--- config.mk ---
export PLATFORM = sky130hd
export DESIGN_NAME = lamp_sunrise_sunset_ramp
export DESIGN_NICKNAME = d
export VERILOG_FILES = /design/src/rtl/core/lssr_pkg.sv /design/src/rtl/core/lamp_sunrise_sunset_ramp.sv
export SDC_FILE = /design/constraint.sdc
export NUM_CORES = 1
export LEC_CHECK = 0
export BUFFER_PORTS_ARGS = -buffer_cell sky130_fd_sc_hd__buf_2
export CORE_AREA = 3 3 103 105
export DETAILED_ROUTE_END_ITERATION = 8
export DIE_AREA = 0 0 106 108
export PLACE_DENSITY = 0.74
export SYNTH_ARGS = -nofsm -noshare
export SYNTH_HDL_FRONTEND = slang
export SYNTH_SLANG_ARGS = --single-unit
--- constraint.sdc ---
create_clock -name clock -period 5.52 [get_ports clock]
set_input_delay 0.276 -clock clock [delete_from_list [all_inputs] [get_ports clock]]
set_output_delay 0.276 -clock clock [all_outputs]
set_load 0.03 [all_outputs]
--- src/rtl/core/lssr_pkg.sv ---
// ----------------------------------------------------------------------------
// lssr_pkg
// types and constants of the lamp sunrise / sunset ramp
// ----------------------------------------------------------------------------
`timescale 1ns / 1ps
`default_nettype none

package lssr_pkg;

   localparam int LevelWidth    = 8;
   localparam int IntervalWidth = 7;
   localparam int CmdWidth      = 2;
   localparam int CsrIndexWidth = 3;
   localparam int CsrDataWidth  = 8;

   typedef logic [LevelWidth-1:0]    level_type;
   typedef logic [IntervalWidth-1:0] interval_type;

   typedef enum logic [CmdWidth-1:0] {
      CMD_TICK  = 2'd0,
      CMD_RISE  = 2'd1,
      CMD_FALL  = 2'd2,
      CMD_RESET = 2'd3
   } cmd_type;

   typedef enum logic [CsrIndexWidth-1:0] {
      CSR_MIN_LEVEL     = 3'd0,
      CSR_FULL_LEVEL    = 3'd1,
      CSR_RISE_LEVEL    = 3'd2,
      CSR_PEAK_LEVEL    = 3'd3,
      CSR_FLOOR_LEVEL   = 3'd4,
      CSR_STEP_INTERVAL = 3'd5
   } csr_index_type;

   localparam level_type    MinLevelReset     = 8'd0;
   localparam level_type    FullLevelReset    = 8'd255;
   localparam level_type    RiseLevelReset    = 8'd0;
   localparam level_type    PeakLevelReset    = 8'd255;
   localparam level_type    FloorLevelReset   = 8'd0;
   localparam interval_type StepIntervalReset = 7'd10;

endpackage

`default_nettype wire

--- src/rtl/core/lamp_sunrise_sunset_ramp.sv ---
// ----------------------------------------------------------------------------
// lamp_sunrise_sunset_ramp: one lamp channel's fade ramp with pwm drive output
// result: an accepted item's result is registered in the output register on the next clock edge
// throughput: one item per cycle while the response is not stalled, set by the single level/timer update stage
// reset: synchronous, clears flags, timer and output valid, loads register defaults
// ----------------------------------------------------------------------------
`timescale 1ns / 1ps
`default_nettype none

module lamp_sunrise_sunset_ramp (
   input  wire logic                                clock,
   input  wire logic                                reset,
   input  wire logic                                req_valid,
   output logic                                     req_ready,
   input  wire logic [lssr_pkg::CmdWidth-1:0]       req_cmd,
   input  wire logic                                req_skip,
   input  wire logic                                req_paused,
   output logic                                     rsp_valid,
   input  wire logic                                rsp_ready,
   output logic [lssr_pkg::LevelWidth-1:0]          rsp_level,
   output logic [lssr_pkg::LevelWidth-1:0]          rsp_pwm_duty,
   output logic                                     rsp_active,
   output logic                                     rsp_falling,
   input  wire logic                                csr_valid,
   output logic                                     csr_ready,
   input  wire logic [lssr_pkg::CsrIndexWidth-1:0]  csr_index,
   input  wire logic [lssr_pkg::CsrDataWidth-1:0]   csr_data
);
   import lssr_pkg::*;

   level_type    min_level_ff, full_level_ff, rise_level_ff;
   level_type    peak_level_ff, floor_level_ff;
   interval_type step_interval_ff;

   level_type    level_ff, level_in;
   logic         active_ff, active_in;
   logic         falling_ff, falling_in;
   interval_type tick_ff, tick_in;

   logic         rsp_valid_ff, rsp_valid_in;
   level_type    rsp_level_ff, rsp_pwm_duty_ff;
   logic         rsp_active_ff, rsp_falling_ff;

   logic         accept;
   logic         expired;
   level_type    lift;
   logic [IntervalWidth:0] tick_next;

   assign csr_ready = 1'b1;
   assign req_ready = !rsp_valid_ff || rsp_ready;
   assign accept    = req_valid && req_ready;

   always_ff @(posedge clock) begin
      if (reset) begin
         min_level_ff     <= MinLevelReset;
         full_level_ff    <= FullLevelReset;
         rise_level_ff    <= RiseLevelReset;
         peak_level_ff    <= PeakLevelReset;
         floor_level_ff   <= FloorLevelReset;
         step_interval_ff <= StepIntervalReset;
      end else if (csr_valid && csr_ready) begin
         case (csr_index)
            CSR_MIN_LEVEL:     min_level_ff     <= csr_data;
            CSR_FULL_LEVEL:    full_level_ff    <= csr_data;
            CSR_RISE_LEVEL:    rise_level_ff    <= csr_data;
            CSR_PEAK_LEVEL:    peak_level_ff    <= csr_data;
            CSR_FLOOR_LEVEL:   floor_level_ff   <= csr_data;
            CSR_STEP_INTERVAL: step_interval_ff <= csr_data[IntervalWidth-1:0];
            default: ;
         endcase
      end
   end

   // interval timer
   assign tick_next = {1'b0, tick_ff} + (IntervalWidth+1)'(1);
   assign expired   = tick_next >= {1'b0, step_interval_ff};
   // rising phase jump
   assign lift      = (level_ff < rise_level_ff) ? rise_level_ff : level_ff;

   always_comb begin
      level_in   = level_ff;
      active_in  = active_ff;
      falling_in = falling_ff;
      tick_in    = tick_ff;
      case (req_cmd)
         CMD_TICK: begin
            if (!req_paused) begin
               if (active_ff) begin
                  tick_in = expired ? '0 : tick_next[IntervalWidth-1:0];
                  if (!falling_ff) begin
                     level_in = (expired && lift < peak_level_ff) ? lift + level_type'(1)
                                                                  : lift;
                  end else begin
                     if (expired && level_ff > floor_level_ff) begin
                        level_in = level_ff - level_type'(1);
                     end
                     if (level_in == floor_level_ff) begin
                        level_in   = min_level_ff;
                        active_in  = 1'b0;
                        falling_in = 1'b0;
                     end
                  end
               end else if (req_skip && level_ff != '0) begin
                  level_in = min_level_ff;
               end
            end
         end
         CMD_RISE: begin
            active_in  = 1'b1;
            falling_in = 1'b0;
            tick_in    = '0;
         end
         CMD_FALL: begin
            if (active_ff) begin
               falling_in = 1'b1;
               tick_in    = '0;
            end
         end
         default: begin
            level_in = min_level_ff;
         end
      endcase
   end

   assign rsp_valid_in = accept || (rsp_valid_ff && !rsp_ready);

   always_ff @(posedge clock) begin
      if (reset) begin
         level_ff     <= MinLevelReset;
         active_ff    <= 1'b0;
         falling_ff   <= 1'b0;
         tick_ff      <= '0;
         rsp_valid_ff <= 1'b0;
      end else begin
         rsp_valid_ff <= rsp_valid_in;
         if (accept) begin
            level_ff   <= level_in;
            active_ff  <= active_in;
            falling_ff <= falling_in;
            tick_ff    <= tick_in;
         end
      end
   end

   always_ff @(posedge clock) begin
      if (accept) begin
         rsp_level_ff    <= level_in;
         rsp_pwm_duty_ff <= full_level_ff - level_in;
         rsp_active_ff   <= active_in;
         rsp_falling_ff  <= falling_in;
      end
   end

   assign rsp_valid    = rsp_valid_ff;
   assign rsp_level    = rsp_level_ff;
   assign rsp_pwm_duty = rsp_pwm_duty_ff;
   assign rsp_active   = rsp_active_ff;
   assign rsp_falling  = rsp_falling_ff;

endmodule

`default_nettype wire

## Word-level counts from Yosys, hierarchy flattened

Index checks and enable logic that the tools add are counted.

| word-level totals | value |
|---|---|
| bits in registers | 83 |
| bits of input ports | 20 |
| output and inout port bits | 21 |
| word-level logic and storage cells | 83 |

| cells by class | value |
|---|---|
| add/sub/neg operators | 4 |
| $lt $le $gt $ge | 4 |
| equality and inequality tests | 11 |
| multiplexer cells | 28 |
| reductions and logical operators | 21 |

Operators with widths:

| cell | number |
|---|---|
| 8-bit two-way mux | 12 |
| 7-bit two-way mux | 4 |
| 7-bit case mux with 3 select lines | 1 |
| 8-bit < comparator | 2 |
| 8-bit case mux with 2 select lines | 1 |
| 2-bit AND reduction | 6 |
| 7-bit by 1-bit adder with 8-bit output (second input constant) | 1 |
| 8-bit by 1-bit adder with 8-bit output (second input constant) | 1 |
| 8-bit equality test | 1 |
| 8-bit by 7-bit >= comparator with 1-bit output | 1 |
| 8-bit greater-than comparator | 1 |
| 1-bit two-way mux | 8 |
| 8-bit nonzero test | 1 |
| 8-bit by 1-bit subtractor with 8-bit output (second input constant) | 1 |
| 8-bit subtractor | 1 |
| 3-bit by 2-bit equality test with 1-bit output (second input constant) | 2 |
| 3-bit equality test (second input constant) | 2 |
| 2-bit inequality test (second input constant) | 3 |
| 1-bit logical AND | 5 |
| 5-bit AND reduction | 1 |
| 3-bit by 1-bit equality test with 1-bit output (second input constant) | 1 |
| 3-bit zero test | 1 |
| 1-bit case mux with 3 select lines | 1 |
| 3-bit nonzero test | 1 |
| other kinds (7) | 9 |

## Logic depth before layout (Yosys ltp)

Gate-level depths: netlist of run 1.

| logic depth | value |
|---|---|
| depth after elaboration | 15 |
| mapped depth | 29 |
| mapped depth without buffers | 28 |

## Worst setup path before layout of run 1

Ideal clock, no wire load.

| timing path | value |
|---|---|
| kind | flip-flop to flip-flop |
| from | register level_ff[1] |
| to | register rsp_pwm_duty_ff[7], in the netlist rsp_pwm_duty[7] (data pin) |
| setup time | 0.258 ns |
| arrival | 4.846 ns |
| data required time | 5.262 ns |
| path slack | 0.416 ns |
| cell stages (with the launch flop) | 23 |
| path buffers | 1 |
| clock period less this slack | 5.104 ns |
| cells stage by stage | dfxtp_1 ha_1 a211o_1 a21oi_1 o21ai_1 clkbuf_1 o21ai_0 ha_1 a211o_1 a21oi_1 o32ai_1 a211oi_4 o211ai_4 or4_2 nand3_1 o31ai_1 a22o_1 a22oi_1 ha_1 a21o_1 o221ai_1 nand2_1 xnor2_1 |

| on the way | value |
|---|---|
| longest elaborated chain between the ends | 14 |
| elaborated cells on any way between the ends | 24 |
| those cells by class | 3 x add/sub; 3 x order compare; 1 x eq/ne; 13 x mux; 4 x reduce/logical |

RTL lines:

| item | RTL line | source |
|---|---|---|
| start: declaration | lamp_sunrise_sunset_ramp.sv:35 | `level_type level_ff, level_in;` |
| start signal: assignment | lamp_sunrise_sunset_ramp.sv:129 | `level_ff <= MinLevelReset;` |
| start signal: assignment | lamp_sunrise_sunset_ramp.sv:137 | `level_ff <= level_in;` |
| 8-bit greater-than comparator | lamp_sunrise_sunset_ramp.sv:94 | `if (expired && level_ff > floor_level_ff) begin` |
| 1-bit logical AND | lamp_sunrise_sunset_ramp.sv:94 |  |
| 8-bit two-way mux | lamp_sunrise_sunset_ramp.sv:94 |  |
| 8-bit two-way mux | lamp_sunrise_sunset_ramp.sv:90 | `if (!falling_ff) begin` |
| 8-bit two-way mux | lamp_sunrise_sunset_ramp.sv:88 | `if (active_ff) begin` |
| 8-bit two-way mux | lamp_sunrise_sunset_ramp.sv:87 | `if (!req_paused) begin` |
| 8-bit two-way mux | lamp_sunrise_sunset_ramp.sv:85 | `case (req_cmd)` |
| 8-bit equality test | lamp_sunrise_sunset_ramp.sv:97 | `if (level_in == floor_level_ff) begin` |
| 8-bit two-way mux | lamp_sunrise_sunset_ramp.sv:97 |  |
| 8-bit two-way mux | lamp_sunrise_sunset_ramp.sv:90 |  |
| 8-bit two-way mux | lamp_sunrise_sunset_ramp.sv:88 |  |
| 8-bit two-way mux | lamp_sunrise_sunset_ramp.sv:87 |  |
| 8-bit case mux with 2 select lines (*) | lamp_sunrise_sunset_ramp.sv:85 |  |
| 8-bit subtractor (*) | lamp_sunrise_sunset_ramp.sv:148 | `rsp_pwm_duty_ff <= full_level_ff - level_in;` |
| end signal: assignment | lamp_sunrise_sunset_ramp.sv:148 |  |
| end: declaration | lamp_sunrise_sunset_ramp.sv:41 | `level_type rsp_level_ff, rsp_pwm_duty_ff;` |

Mark *: on every way between the ends. The rest lies on a longest branch, timed or not. The select of a mux whose other input is x is not followed.
A chain may end at the register's enable or synchronous reset.

## Worst setup path in the final report of run 1

| timing path | value |
|---|---|
| from | register rise_level_ff[1] |
| to | register rsp_pwm_duty_ff[7], in the netlist rsp_pwm_duty[7] (data pin) |

| on the way | value |
|---|---|
| longest elaborated chain between the ends | 10 |
| elaborated cells on any way between the ends | 11 |
| those cells by class | 2 x add/sub; 2 x order compare; 6 x mux; 1 x reduce/logical |

RTL lines:

| item | RTL line | source |
|---|---|---|
| start: declaration | lamp_sunrise_sunset_ramp.sv:31 | `level_type min_level_ff, full_level_ff, rise_level_ff;` |
| start signal: assignment | lamp_sunrise_sunset_ramp.sv:57 | `rise_level_ff <= RiseLevelReset;` |
| start signal: assignment | lamp_sunrise_sunset_ramp.sv:65 | `CSR_RISE_LEVEL: rise_level_ff <= csr_data;` |
| 8-bit < comparator | lamp_sunrise_sunset_ramp.sv:78 | `assign lift = (level_ff < rise_level_ff) ? rise_level_ff : level_ff;` |
| 8-bit two-way mux (*) | lamp_sunrise_sunset_ramp.sv:78 |  |
| 8-bit < comparator | lamp_sunrise_sunset_ramp.sv:91 | `level_in = (expired && lift < peak_level_ff) ? lift + level_type'(1)` |
| 1-bit logical AND | lamp_sunrise_sunset_ramp.sv:91 |  |
| 8-bit two-way mux (*) | lamp_sunrise_sunset_ramp.sv:91 |  |
| 8-bit two-way mux (*) | lamp_sunrise_sunset_ramp.sv:90 |  |
| 8-bit two-way mux (*) | lamp_sunrise_sunset_ramp.sv:88 |  |
| 8-bit two-way mux (*) | lamp_sunrise_sunset_ramp.sv:87 |  |
| 8-bit case mux with 2 select lines (*) | lamp_sunrise_sunset_ramp.sv:85 |  |
| 8-bit subtractor (*) | lamp_sunrise_sunset_ramp.sv:148 |  |

Mark *: on every way between the ends. The rest lies on a longest branch, timed or not.

==> results of run 1 <==
## layer usage
metal	GRT usage, %	routed length, um	up-vias
met4	10.5	374	0
met1	39.1	6930	2410
met3	4.30	1250	32
met5	0	0	-
met2	43.9	7190	217
li1	-	-	2441
## cell usage in the layout (no fill, tap or decap), drive strengths merged, types with 3 or more instances in the layout
cell type	count
nand2b	12
o21a	6
and2	5
o31ai	5
nor3	9
nand3	16
nand2	106
edfxtp	18
nor4	4
a21o	7
o211ai	16
mux2	8
or2	3
a21oi	48
ha	43
a211o	6
a211oi	11
o21ai	16
nor2	42
a31o	3
nand4	6
a22oi	7
mux2i	11
clkbuf	10
inv	54
a2111oi	3
o22ai	4
xor2	11
xnor2	23
o31a	3
nor2b	7
clkinv	5
or4	3
and3	7
a31oi	11
buf	74
dfxtp	65
## repair_timing
action	4_1_cts	5_1_grt
pin swaps	2	23
buffers inserted	1	12
endpoints found under the setup margin	3	3
gates resized for setup	10	30
## where the power goes
group,switching (mW),internal (mW)
Clock,0.223,0.205
Sequential,0.0138,0.646
Combinational,0.231,0.143
## flip-flops by register name, indices dropped and copies added, names as in the netlist, 7 cells and up
signal	count
full_level_ff	8
min_level_ff	8
peak_level_ff	8
tick_ff	7
floor_level_ff	8
level_ff	8
rsp_level	8
step_interval_ff	7
rsp_pwm_duty	8
rise_level_ff	8
## metrics by stage
step / TNS (ps) / hold WS (ps) / cells / setup WS [ps] / power (mW)
finish: 0 / 141 / 851 / 48.6 / 1.46
global route: -311 / 141 / 851 / -116 / 1.53
CTS: 0 / 137 / 839 / 2.86 / 1.44
detailed placement: -190 / 454 / 822 / -101 / 1.01
global placement: -21.3 / 447 / 822 / -21.3 / 1.00
floorplan: 0 / 400 / 653 / 416 / 0.903
## layout make-up
cell class | instances | area, um2
multi-input combinational | 490 | 3460
clock inverter | 6 | 56.3
sequential | 83 | 1850
timing repair buffer | 74 | 458
tap | 133 | 166
clock buffer | 10 | 128
inverter | 55 | 206
fill | 823 | 3400
## Yosys cell counts (14+ instances only)
| library cell | count |
|---|---|
| dfxtp_1 | 65 |
| nand2_1 | 106 |
| inv_1 | 54 |
| o21ai_0 | 14 |
| xnor2_1 | 23 |
| a21oi_1 | 46 |
| nand3_1 | 16 |
| edfxtp_1 | 18 |
| o211ai_1 | 14 |
| nor2_1 | 42 |
| clkbuf_1 | 20 |
| ha_1 | 43 |
## final timing paths
| path | slack (ps) | end | from |
|---|---|---|---|
| worst max register to register | 50 | rsp_pwm_duty[7] | rise_level_ff[1] |
| worst min-delay path | 140 | rsp_valid | req_valid |
| worst max-delay path | 50 | rsp_pwm_duty[7] | rise_level_ff[1] |
| worst min register to register | 470 | step_interval_ff[0] | step_interval_ff[0] |
## worst reg2reg max path, cell delays in order, from the launching register on
cell	delay [ps]
dfxtp_4	360
inv_1	90
ha_4	200
a211o_1	310
a21o_1	250
a21oi_4	300
nor2_1	100
a21oi_2	140
inv_1	80
ha_1	320
nand4_1	180
nor3b_2	330
nand2_1	150
o211ai_4	260
buf_4	160
or2_4	130
xor2_1	180
nor2_1	70
a211o_1	290
a31oi_1	270
ha_1	330
a21o_1	200
a21o_1	200
o221ai_2	140
nand2_1	90
xnor2_1	120
## logic make-up after synthesis
| family | after synthesis | synth area share, % |
|---|---|---|
| compound gates | 165 | 21.6 |
| xor+xnor | 34 | 5.47 |
| fa+ha+maj | 45 | 10.5 |
| buf+inv | 80 | 5.76 |
| flops | 83 | 33.8 |
| mux | 19 | 3.67 |
| other cells | 1 | 0.0688 |
| simple gates | 226 | 19.1 |
==> metrics, run 1 <==
status complete, no violations; Crit Path Class reg2reg; critical path startpoint category flip-flop; pwr dens approximately 230 nW/um2; final critical-path share of the clock period between 90% and 100%; Die X approximately 110 um; peak supply drop around 0.14 mV; Max-slew headroom 34.3%; Clk Latency, worst-skew pair about 370 ps; initial cell density of the core a little under three fifths; vias in the first global route roughly 4800; Post-Synthesis Cell Area about 5400 um2; dominant cell type by area after synthesis dfxtp_1; first-pass GRT wire length ~25000 um; DR pass1 iterations 5; ant diodes 0; largest net degree at the start of global routing 47; Via density 5.99; Avg Cell Area, Syn between 8 and 9 um2; # clock sinks 83; Worst Path Required between 5000 and 6000 ps; Max H-tree Level 3; FMAX around 0.18 GHz; Rows 36; post-DP HPWL ~11000 um; Tmin final 5470 ps; Worst path slowest cell dfxtp_4; Yosys top cell area share between 20% and 30%; ys async rst share 0%; Final Slew Violations 0; Yosys cell types 78; Final ANT Viol Nets 0; gr usage total 28.0%; Boundary Pins between 40 and 50; Area Overhead vs Synth 16.1%; CTS tree built; slowest stage delay, CP around 360 ps; hold-critical path depth 3; initial antenna violation count 0; # DRC 0; Crit path depth 25; Post-Route WL ~16000 um; ranking of synthesized cells by area dfxtp_1, edfxtp_1, ha_1; Bufs and invs on worst path 3; Most common cell on crit path a21o_1; CORE AREA 9730 um2; Post-Route Utilization 65.0%; Die H around 110 um; R2R cell count 25; Area after DPL approximately 5900 um2; fraction of layout cells with a size suffix above 1 19.8%; total CTS buffers 9; Synth Flop Type dfxtp_1; post-synthesis cell count around 650; Congestion Overflow GR 0; Avg WL per Cell around 18 um; Clock Skew around 10 ps; Final setup viols 0; clock root buffer clkbuf_8; Least-Margin Pin Slew between 900 and 1000 ps; LEAKAGE roughly 2.6 nW; Worst setup EP type flip-flop; Vias 5100; CTS max path bufs 2; flops & latches, synth 83; syn nets about 720; Clk pin slew, worst setup/hold paths 90 ps; die area about 11000 um2; Hold Buf Count CTS 0; hold crit path type in2reg; MaxCap Viol Count 0; Critical Path AT about 5600 ps; port bufs 39; initial DRC count 370; final hold vios 0; Final GP Congestion 1.02; post-synthesis sequential area ratio between 30 and 40%; Yosys warnings 0; design area approximately 6300 um2; Post-synth EDFFs 18; Crit Path Max Fanout 6; cell family with most CP delay compound AO/OA/AOI/OAI gates; Final Net Count between 700 and 800
Power figures use the tool's default switching activity.
==> inputs of run 2 (changes only) <==
Settings changed: GPL_TIMING_DRIVEN from default to 0.
==> run 2 against run 1 <==
- utilization rose by 0.76 points
- maximum frequency up 1.8%
- routed wire length rose by 4.7%
- flip-flop and latch count unchanged
- critical path depth fell by 2
- via count increased by 0.31%
- critical endpoint unchanged
- largest power group unchanged
==> metrics, run 2 (same netlist as run 1, synthesis figures left out) <==
Least-Margin Pin Slew 1080 ps (was 977 ps); fraction of layout cells with a size suffix above 1 21.0% (was 19.8%); status complete, no violations (unchanged); setup ws final 143 ps (was 48.6 ps); Die H 108 um (unchanged); Max-slew headroom 27.5% (was 34.3%); largest net degree at the start of global routing 28 (was 47); Final GP Congestion 0.975 (was 1.02); Setup crit end rsp_pwm_duty[7] (unchanged); Rows 36 (unchanged); Critical path origin rise_level_ff[4] (was rise_level_ff[1]); Vias 5116 (was 5100); ant diodes 0 (unchanged); gr usage total 29.3% (was 28.0%); Avg WL per Cell 19.3 um (was 18.5 um); post-DP HPWL 12300 um (was 11400 um); peak supply drop 0.206 mV (was 0.137 mV); Post-Route WL 16500 um (was 15700 um); Final ANT Viol Nets 0 (unchanged); hold_sp req_valid (unchanged); Critical Path AT 5520 ps (was 5590 ps); hold crit path type in2reg (unchanged); Worst setup EP type flip-flop (unchanged); Die X 106 um (unchanged); initial DRC count 423 (was 370); Fillers 869 (was 823); Worst Path Required 5660 ps (was 5640 ps); final hold vios 0 (unchanged); pre-CTS WS -674 ps (was -101 ps); Final setup viols 0 (unchanged); R2R cell count 23 (was 25); Post-Route Utilization 65.8% (was 65.0%); Final Slew Violations 0 (unchanged); Crit Path Max Fanout 10 (was 6); Area Overhead vs Synth 17.5% (was 16.1%); port bufs 38 (was 39); final critical-path share of the clock period 97.4% (was 99.1%); CTS max path bufs 2 (unchanged); Max H-tree Level 3 (unchanged); # clock sinks 83 (unchanged); initial cell density of the core 56.0% (unchanged); design area 6400 um2 (was 6320 um2); first-pass GRT wire length 25600 um (was 24700 um); initial antenna violation count 0 (unchanged); vias in the first global route 4817 (was 4795); # DRC 0 (unchanged); pwr dens 238 nW/um2 (was 231 nW/um2); Congestion Overflow GR 0 (unchanged); Via density 5.98 (was 5.99); Final Net Count 782 (was 777); Design Power 1.52 mW (was 1.46 mW); FMAX 0.186 GHz (was 0.183 GHz); DR pass1 iterations 5 (unchanged); R2R Path Start rise_level_ff[4] (was rise_level_ff[1]); CORE AREA 9730 um2 (unchanged); LEAKAGE 2.65 nW (was 2.63 nW); Crit Path Class reg2reg (unchanged); RSZ-0062 raised after global routing yes; Clk pin slew, worst setup/hold paths 90 ps (about the same); MaxCap Viol Count 0 (unchanged); Critical R2R Capture rsp_pwm_duty[7] (unchanged); clock root buffer clkbuf_8 (unchanged); die area 11400 um2 (unchanged); Hold Buf Count CTS 0 (unchanged); most frequent cells in the layout nand2_1, dfxtp_1, inv_1 (unchanged); FF-to-FF setup slack 140 ps (was 50 ps); critical path startpoint category flip-flop (unchanged); CTS tree built (unchanged); Boundary Pins 41 (unchanged); Clock Skew 14.7 ps (was 10.1 ps); total CTS buffers 9 (unchanged); Tmin final 5380 ps (was 5470 ps); Area after DPL 5800 um2 (was 5870 um2); Clk Latency, worst-skew pair 390 ps (was 370 ps); most common cell after layout, fill and taps aside nand2_1 (unchanged)
==> run 2: changes by cell type in the layout (fill, tap and decap cells not counted), moves of 4 or more <==
cell	delta
inv_1	-4
buf_4	-18
inv_2	+4
clkbuf_1	+17
dfxtp_2	+5
dfxtp_1	-5
==> run 2: final cells by class <==
cell class	instances	area [um2]	share of cell area (%)
buffer	25	113	1.76
clock buffer	10	149	2.33
clock inverter	6	68.8	1.08
inverter	55	206	3.23
multi-input combinational	490	3530	55.2
sequential	83	1850	29.0
tap	133	166	2.60
timing repair buffer	54	310	4.85
==> run 2: how the worst min path moves through the flow <==
stage	endpoint	cells past startpoint
after floorplan	full_level_ff[6]	2
after global placement	step_interval_ff[2]	2
after detailed placement	step_interval_ff[4]	2
after CTS	rsp_valid	3
after global routing	rsp_valid	3
final	rsp_valid	3
==> run 2: repair_timing <==
item                                    4_1_cts  5_1_grt
endpoints found under the setup margin        5        4
buffers inserted                              8        8
pin swaps                                    11       28
resized for setup                            31       36
==> run 2: power by group <==
group          internal, mW  leakage, nW  switching [mW]  total [mW]
Sequential            0.647        0.701          0.0167       0.663
Clock                 0.240        0.114           0.242       0.482
Combinational         0.142         1.83           0.236       0.378
==> run 2: worst max-delay path, cell delays in order (launching register included) <==
cell and delay (ps):
dfxtp_1 420, inv_1 130, ha_1 320, nand4_1 150, o21ai_2 210, clkbuf_4 250, nand2_1 120, o21ai_4 130
ha_1 280, a211o_1 280, a21oi_2 130, o32ai_2 140, a211oi_4 260, o211ai_4 160, or4_2 660, nand3_1 110
o31ai_1 70, a22o_1 190, a22oi_2 250, ha_4 270, a21o_1 220, o221ai_2 140, nand2_1 90, xnor2_1 130
==> run 2: layer usage <==
layer	share of wire, %	GRT usage, %	vias to the layer above	wire length [um]
met4	3.0	11.1	0	490
met3	7.9	7.16	48	1310
met2	47	48.3	217	7800
li1	-	-	2450	-
met5	0	0	-	0
met1	42	37.5	2401	6890
==> run 2: metrics by stage <==
stage,TNS (ps),hold slack (ps),instances
2_1_floorplan,0,400,653
3_3_place_gp,-1910,447,824
3_5_place_dp,-2070,450,824
4_1_cts,0,137,848
5_1_grt,-207,166,856
6_report,0,139,856
